<file path="src/design/cnv3_pkg.sv">
// Shared types and constants of the 3x3 RGB convolution block.
// No dependencies; every other file of the block depends on it.
package cnv3_pkg;

	localparam int CH_W = 8;
	localparam int PIX_W = 3 * CH_W;
	localparam int COEF_W = 16;
	localparam int FRAC_W = 12;
	localparam int PROD_W = COEF_W + CH_W + 1;
	localparam int ROW_W = PROD_W + 2;
	localparam int ACC_W = PROD_W + 3;
	localparam int ROW_OUT_W = 12;
	localparam int COL_OUT_W = 10;
	localparam int CFG_INDEX_W = 3;
	localparam int CFG_DATA_W = 48;
	localparam int FRAME_WIDTH_RST = 640;
	localparam int FRAME_HEIGHT_RST = 480;
	localparam logic [CFG_DATA_W-1:0] KERN_TOP_RST = 48'h0000_0000_0000;
	localparam logic [CFG_DATA_W-1:0] KERN_MID_RST = 48'h0000_1000_0000;
	localparam logic [CFG_DATA_W-1:0] KERN_BOT_RST = 48'h0000_0000_0000;

	typedef enum logic [CFG_INDEX_W-1:0] {
		REG_KERNEL_TOP    = 3'd0,
		REG_KERNEL_MID    = 3'd1,
		REG_KERNEL_BOTTOM = 3'd2,
		REG_FRAME_WIDTH   = 3'd3,
		REG_FRAME_HEIGHT  = 3'd4
	} cfg_reg_t;

	// {blue, green, red}
	typedef logic [PIX_W-1:0] rgb_t;
	typedef logic signed [COEF_W-1:0] coef_t;
	// [kernel row][kernel column]
	typedef coef_t [2:0][2:0] kernel_t;
	typedef rgb_t [2:0][2:0] taps_t;

	typedef struct packed {
		logic [ROW_OUT_W-1:0] row;
		logic [COL_OUT_W-1:0] col;
		logic                 last;
	} pos_t;

	typedef struct packed {
		rgb_t                 pix;
		logic [ROW_OUT_W-1:0] row;
		logic [COL_OUT_W-1:0] col;
		logic                 emit;
		logic                 last_row;
		logic                 row_end;
		logic                 row_one;
		logic                 col_one;
	} item_t;

	typedef struct packed {
		taps_t taps;
		pos_t  pos;
	} issue_t;

	typedef struct packed {
		logic [CH_W-1:0] red;
		logic [CH_W-1:0] green;
		logic [CH_W-1:0] blue;
		pos_t            pos;
	} result_t;

endpackage

</file>
<file path="src/design/cnv3_window_seq.sv">
// 3x3 pixel window and the result sequencer that issues one border variant of
// the current window per cycle while en is high. Depends on cnv3_pkg.
module cnv3_window_seq (
	input  logic             clk,
	input  logic             arst_n,
	input  logic             en,
	input  logic             s1_valid,
	input  cnv3_pkg::item_t  s1_item,
	input  cnv3_pkg::rgb_t   top_px,
	input  cnv3_pkg::rgb_t   mid_px,
	output logic             take,
	output logic             issue_valid,
	output cnv3_pkg::issue_t issue
);
	import cnv3_pkg::*;

	// [window column][window row], row 0 on top
	rgb_t [2:0][2:0] win_q;
	rgb_t [2:0]      colv;
	logic            valid_s2;
	item_t           item_s2;
	logic [1:0]      var_q, var_nxt;
	logic            more, final_res;
	logic [1:0]      rsel [3];
	logic [1:0]      csel [3];

	always_comb begin
		if (!var_q[0] && item_s2.last_row) begin
			more = 1'b1;
			var_nxt = {var_q[1], 1'b1};
		end else if (!var_q[1] && item_s2.row_end) begin
			more = 1'b1;
			var_nxt = 2'b10;
		end else begin
			more = 1'b0;
			var_nxt = var_q;
		end
		final_res = !item_s2.emit || !more;
		take = en && (!valid_s2 || final_res);
		issue_valid = valid_s2 && item_s2.emit;
	end

	always_comb begin
		rsel[0] = var_q[0] ? 2'd1 : (item_s2.row_one ? 2'd2 : 2'd0);
		rsel[1] = var_q[0] ? 2'd2 : 2'd1;
		rsel[2] = 2'd2;
		csel[0] = var_q[1] ? 2'd1 : (item_s2.col_one ? 2'd2 : 2'd0);
		csel[1] = var_q[1] ? 2'd2 : 2'd1;
		csel[2] = 2'd2;
		colv = win_q[0];
		issue.taps = '0;
		for (int j = 0; j < 3; j++) begin
			case (csel[j])
				2'd0: colv = win_q[0];
				2'd1: colv = win_q[1];
				default: colv = win_q[2];
			endcase
			for (int i = 0; i < 3; i++) begin
				case (rsel[i])
					2'd0: issue.taps[i][j] = colv[0];
					2'd1: issue.taps[i][j] = colv[1];
					default: issue.taps[i][j] = colv[2];
				endcase
			end
		end
		issue.pos.row = var_q[0] ? item_s2.row : item_s2.row - ROW_OUT_W'(1);
		issue.pos.col = var_q[1] ? item_s2.col : item_s2.col - COL_OUT_W'(1);
		issue.pos.last = final_res;
	end

	always_ff @(posedge clk or negedge arst_n) begin
		if (!arst_n) begin
			valid_s2 <= 1'b0;
			var_q <= '0;
			win_q <= '0;
		end else begin
			if (take) begin
				valid_s2 <= s1_valid;
				var_q <= '0;
				if (s1_valid) begin
					win_q[0] <= win_q[1];
					win_q[1] <= win_q[2];
					win_q[2][0] <= top_px;
					win_q[2][1] <= mid_px;
					win_q[2][2] <= s1_item.pix;
				end
			end else if (en && valid_s2) begin
				var_q <= var_nxt;
			end
		end
	end

	always_ff @(posedge clk) begin
		if (take && s1_valid) begin
			item_s2 <= s1_item;
		end
	end

endmodule

</file>
<file path="config.mk">
export PLATFORM = sky130hd
export DESIGN_NAME = cnv3_window_seq
export DESIGN_NICKNAME = d
export VERILOG_FILES = /design/src/design/cnv3_pkg.sv /design/src/design/cnv3_window_seq.sv
export SDC_FILE = /design/constraint.sdc
export NUM_CORES = 1
export LEC_CHECK = 0
export BUFFER_PORTS_ARGS = -buffer_cell sky130_fd_sc_hd__buf_2
export CAP_MARGIN = 20
export CORE_ASPECT_RATIO = 1.75
export CORE_MARGIN = 2
export CORE_UTILIZATION = 40
export DETAILED_ROUTE_END_ITERATION = 7
export PLACE_DENSITY = 0.62
export SLEW_MARGIN = 20
export SYNTH_ARGS = -nofsm -noshare
export SYNTH_HDL_FRONTEND = slang
export SYNTH_SLANG_ARGS = --single-unit
</file>
<file path="constraint.sdc">
create_clock -name clk -period 2.5 [get_ports clk]
set_clock_uncertainty 0.1 [all_clocks]
set_input_delay 0.25 -clock clk [delete_from_list [all_inputs] [get_ports clk]]
set_output_delay 0.25 -clock clk [all_outputs]
set_load 0.005 [all_outputs]
</file>
==> impl_metrics.tcl, run 1 <==
set metrics [dict create \
    status "finished with violations" \
    violations "setup timing" \
    hold_viol 0 \
    num_vias 11800 \
    synth_xor_area_share_pct 1.07 \
    leakage_nw 9.66 \
    synth-seq-cells 246 \
    finalCriticalPeriod_ps 2770 \
    synth_edf_count 27 \
    synth_mux_area_share_pct 36.5 \
    drt-total-wl_um 47500 \
    clock-root-buffer "clkbuf_16" \
    async_flop_share_pct 89.0 \
    ios 344 \
    insertion_delay_ps 550 \
    yosysMostFrequentCell "mux2_2" \
    syn-num-nets 1340 \
    rows 93 \
    grt_pass1_wl_um 67600 \
    synth.distinct_cells 38 \
    synth_top_family_by_area "multiplexers" \
    dieArea_um2 38400 \
    synth_commonest_cells "mux2_2 (253), dfrtp_1 (219), mux2_4 (100)" \
    cts_made_buffers 26 \
    drt_iter0_drc 457 \
    cts_buffer_depth 3 \
    htree_levels 1 \
    arrival_ps 2420 \
    synthCells 1235 \
    grt_remaining_overflow 0 \
    place_inst 1983 \
    numClockSinks 246 \
    place_congestion 0.801 \
    rsz0062_at_grt "true" \
    end_kind "output port" \
    fin_nets 1805 \
    grt_usage_pct 22.1 \
    vias_per_cell 5.35 \
    die_h_um 258 \
    grt_pass1_vias 12100 \
    synth_area_leaders "dfrtp_1 (37%), mux2_2 (19%), mux2_4 (10%)" \
    post_synth.cell_area_avg_um2 11.9 \
    cp_max_fo 7 \
    finalMaxSlewViolations 0 \
    power_density_nw_per_um2 829 \
    period_share_pct 111 \
    setup_violations 58 \
    hold_ws_ps 96.9 \
    hold_path_class "in -> reg" \
    fmax_mhz 362 \
    synthAdderAreaFrac_pct 0.170 \
    syn_area_um2 14700 \
    ys_warn_count 0 \
    core_um2 36500 \
    syn_to_final_growth_pct 39.6 \
    port_buffers 343 \
    cp_data_required_time_ps 2150 \
    drive_gt1_share_pct 55.3 \
    clk_pin_slew_ps 70 \
    wl_per_cell_um 21.6 \
    final_antenna_net_count 0 \
    drcViolationCount 0 \
    initial_core_util_pct 40.3 \
    hpwl_um 27800 \
    stdcell_count 2196 \
    maxSlewHeadroom_pct 58.8 \
    synth-simple-area-share_pct 4.76 \
    ir_drop_v 0.000576 \
    worst_slack_ps -266 \
    crit_path_start_kind "flop" \
    ys_seq_area_share_pct 42.8 \
    antenna_found_initial 0 \
    yosys.area.top_type_share_pct 37.3 \
    synthFlopType "dfrtp_1" \
    synth-compound-area-share_pct 8.95 \
    dieWidth_um 149 \
    power_mw 17.0 \
    tightest_slew_ps 618 \
    grt_max_degree 69 \
    critical_path_class "reg -> out" \
    drv_cap 0 \
    dr.pass1.iters 4 \
    synth_top_area_cell "dfrtp_1" \
    cts_tree "built" \
]
[cell type report]
cell class,count,area (um^2)
sequential,246,6300
tap,475,594
timing repair buffer,557,4410
antenna,1,2.50
multi-input combinational,836,8120
fill,3058,16000
inverter,33,131
clock inverter,11,175
clock buffer,37,806
[per-stage QoR]
step | cell area (um^2) | setup slack [ps] | util (%) | setup TNS (ps)
4_1_cts | 19600 | -295 | 53.6 | -8500
3_3_place_gp | 16900 | 247 | 46.2 | 0
2_1_floorplan | 14700 | 366 | - | 0
5_1_grt | 20500 | -355 | 56.2 | -13110
6_report | 20500 | -266 | 56.2 | -7290
3_5_place_dp | 16900 | 228 | 46.2 | 0
[kinds of logic (layout without fill, tap and decap cells)]
group,after synthesis,count (layout)
xor gates and xnor gates,18,18
other,0,1
buffers and inverters,153,638
adders and majority gates,2,2
DFF,246,246
AOI/OAI and AO/OA,204,204
and+or+nand+nor,158,158
muxes,454,454
[where the power goes]
group	total, mW	leakage, nW	switching [mW]	internal [mW]
Clock	4.41	0.476	1.74	2.67
Combinational	6.38	6.34	2.70	3.68
Sequential	6.25	2.85	1.08	5.17
[worst paths after layout]
path / slack [ps] / end / from / cells after the start
setup / recovery: -270 / issue[40] / item_s2[0] / 7
hold / removal: 100 / valid_s2 / s1_valid / 4
setup reg to reg: 180 / issue[222] / var_q[0] / 7
hold reg to reg: 400 / win_q[18] / win_q[18] / 1
max in group asynchronous: 1380 / issue[231] / arst_n / 3
min in group asynchronous: 130 / win_q[140] / arst_n / 2
[registers in the layout, indices dropped and copies added, names as in the netlist]
signal	count
issue	24
var_q	2
colv	48
item_s2	27
win_q	144
valid_s2	1
[routing by layer]
layer	share of wire [%]	track usage, %
met4	4.5	10.3
met5	0	0
met2	53	40.8
met3	4.2	2.92
met1	38	24.9
[what timing repair did]
item                                   CTS  global route
gates resized for setup                 78           133
hold buffers                           101             0
pin swaps                                8            33
gates cloned                             9            14
endpoints found under the hold margin  162             0
setup buffers                           18            27
setup endpoints to repair               98           110
[worst max-delay path: stages (launching register included)]
cell       delay (ps)
edfxtp_1          420
buf_8             180
clkbuf_16         180
mux2_4            300
mux2_4            290
a221oi_2          260
a21oi_1            80
buf_2             160
[layout by cell type, fill, tap and decap left out, types with 4 or more instances in the layout]
cell | synthesis | layout
clkbuf_16 | 0 | 42
mux2_4 | 100 | 137
a21oi_1 | 97 | 72
bufinv_16 | 0 | 4
buf_16 | 0 | 8
buf_4 | 31 | 46
xnor2_1 | 8 | 7
o21ai_2 | 0 | 5
a21oi_2 | 1 | 26
inv_1 | 32 | 32
clkbuf_8 | 0 | 5
mux2_2 | 253 | 221
buf_2 | 39 | 338
buf_6 | 15 | 22
nand2_2 | 0 | 7
buf_12 | 0 | 20
a211o_1 | 24 | 24
mux2i_1 | 96 | 91
a221oi_2 | 15 | 21
o21ai_0 | 53 | 36
nor2_1 | 54 | 47
dfrtp_1 | 219 | 217
o21ai_1 | 0 | 12
nand2_1 | 62 | 53
buf_8 | 0 | 7
xor2_1 | 10 | 10
edfxtp_1 | 27 | 27
nor2b_1 | 26 | 25
dlygate4sd3_1 | 0 | 101
nor2_4 | 0 | 4
Note: power is estimated with default switching activity, not from simulation.
==> inputs of run 2 (changes only) <==
- CELL_PAD_IN_SITES_DETAIL_PLACEMENT: not set -> 1
- CELL_PAD_IN_SITES_GLOBAL_PLACEMENT: not set -> 1
- PLACE_DENSITY: 0.62 -> 0.76
==> run 2 against run 1 <==
The flow still finishes with violations (setup timing); clock power down 4%; total power up 6.7%; first-iteration DRC count up 36%; sequential share of layout area down 1.4 points; via count up 9.7%; cell area up 4.9%; hold slack better by 34 ps; register-to-register slack worse by 130 ps; sequential power up 3%; critical path depth unchanged; critical endpoint is now issue[46].
==> impl_metrics.tcl, run 2 (synthesized netlist as in run 1, its figures left out) <==
set metrics [dict create \
    vias_per_cell 5.80 \
    numClockSinks 246 \
    hpwl_um 30300 \
    crit_path_start_kind "flop" \
    power_density_nw_per_um2 844 \
    wl_per_cell_um 28.8 \
    final_antenna_net_count 0 \
    layout_commonest_cell "buf_2" \
    dieWidth_um 149 \
    setup_tns_ps -14880 \
    violations "setup timing" \
    hold_viol 0 \
    cp_max_fo 8 \
    grt_remaining_overflow 0 \
    largest_register_ffs 144 \
    rsz0062_at_grt "true" \
    cts_buffer_depth 3 \
    dr.pass1.iters 5 \
    hold_ws_ps 130 \
    ios 344 \
    tightest_slew_ps 604 \
    rows 93 \
    hold_path_class "in -> async" \
    drcViolationCount 0 \
    fin_nets 1831 \
    grt_usage_pct 28.0 \
    die_h_um 258 \
    clock-root-buffer "clkbuf_16" \
    core_um2 36500 \
    grt_max_degree 64 \
    drv_cap 0 \
    top_register "win_q" \
    status "finished with violations" \
    period_share_pct 115 \
    initial_core_util_pct 40.3 \
    final_cell_mix "buf_2 (325), dfrtp_1 (217), mux2_4 (181)" \
    cp_data_required_time_ps 2150 \
    leakage_nw 10.1 \
    port_buffers 343 \
    place_congestion 0.805 \
    pre_cts_ws_ps 142 \
    finalMaxSlewViolations 0 \
    insertion_delay_ps 550 \
    syn_to_final_growth_pct 46.4 \
    critical_path_class "reg -> out" \
    finalCriticalPeriod_ps 2880 \
    final_util_pct 59.0 \
    num_vias 12900 \
    arrival_ps 2530 \
    cts_made_buffers 26 \
    worst_slack_ps -375 \
    dieArea_um2 38400 \
    htree_levels 1 \
    stdcell_count 2224 \
    end_kind "output port" \
    drt-total-wl_um 64100 \
    ir_drop_v 0.000536 \
    fmax_mhz 348 \
    grt_pass1_wl_um 83000 \
    antenna_found_initial 3 \
    drt_iter0_drc 620 \
    cts_tree "built" \
    grt_pass1_vias 13700 \
    maxSlewHeadroom_pct 59.7 \
    setup_violations 113 \
    place_inst 1975 \
    drive_gt1_share_pct 59.0 \
    clk_pin_slew_ps 70 \
]
run 2: changes by cell type in the layout (fill, tap and decap cells not counted), moves of 9 or more:
cell,change
mux2_2,-44
nor2_1,-14
buf_2,-13
nand2_1,-9
buf_16,+9
buf_6,+28
mux2i_2,+12
o21ai_0,-18
mux2i_1,-17
mux2_4,+44
run 2: timing repair:
item | 4_1_cts | 5_1_grt
hold buffers | 101 | 0
resized for setup | 176 | 207
hold endpoints to repair | 189 | 0
setup endpoints to repair | 146 | 154
setup buffers | 26 | 41
pin swaps | 23 | 33
cloned | 17 | 14
run 2: critical path, stage by stage, from the launching register on:
cell	delay [ps]
edfxtp_1	440
buf_6	190
buf_12	160
mux2_4	300
mux2_4	300
a221oi_4	340
a21oi_1	100
buf_2	160
run 2: power breakdown:
group,total (mW),internal (mW),switching (mW)
Sequential,6.43,5.17,1.26
Clock,4.22,2.44,1.78
Combinational,7.52,4.14,3.38
Total,18.2,11.8,6.42
run 2: path summary, 6_finish.rpt:
check | from | endpoint | slack [ps] | cells after the start
max | item_s2[0] | issue[46] | -380 | 7
min | arst_n | win_q[42] | 130 | 2
max reg2reg | var_q[1] | issue[236] | 50 | 7
min reg2reg | win_q[16] | win_q[16] | 400 | 1
max in group asynchronous | arst_n | var_q[1] | 1350 | 3
min in group clk | s1_valid | valid_s2 | 180 | 4
run 2: per-layer routing:
metal  part of all wire, %  vias to the layer above  global-route usage (%)
li1                      -                     5416                       -
met1                    35                     6579                    29.8
met2                    53                      646                    52.1
met3                   5.3                      261                    4.05
met4                   7.1                        0                    15.5
met5                     0                        -                       0
run 2: through the flow:
stage,area [um^2],power [mW]
global placement,16800,11.6
CTS,20100,16.9
floorplan,14700,9.57
global route,21500,18.9
detailed placement,16800,11.9
finish,21500,18.2
run 2: layout make-up:
cell class / instances / area, um^2
clock buffer: 37 / 764
fill: 3698 / 15000
multi-input combinational: 836 / 8670
sequential: 246 / 6300
timing repair buffer: 583 / 4950
inverter: 33 / 129
clock inverter: 11 / 130
tap: 475 / 594
antenna: 3 / 7.51
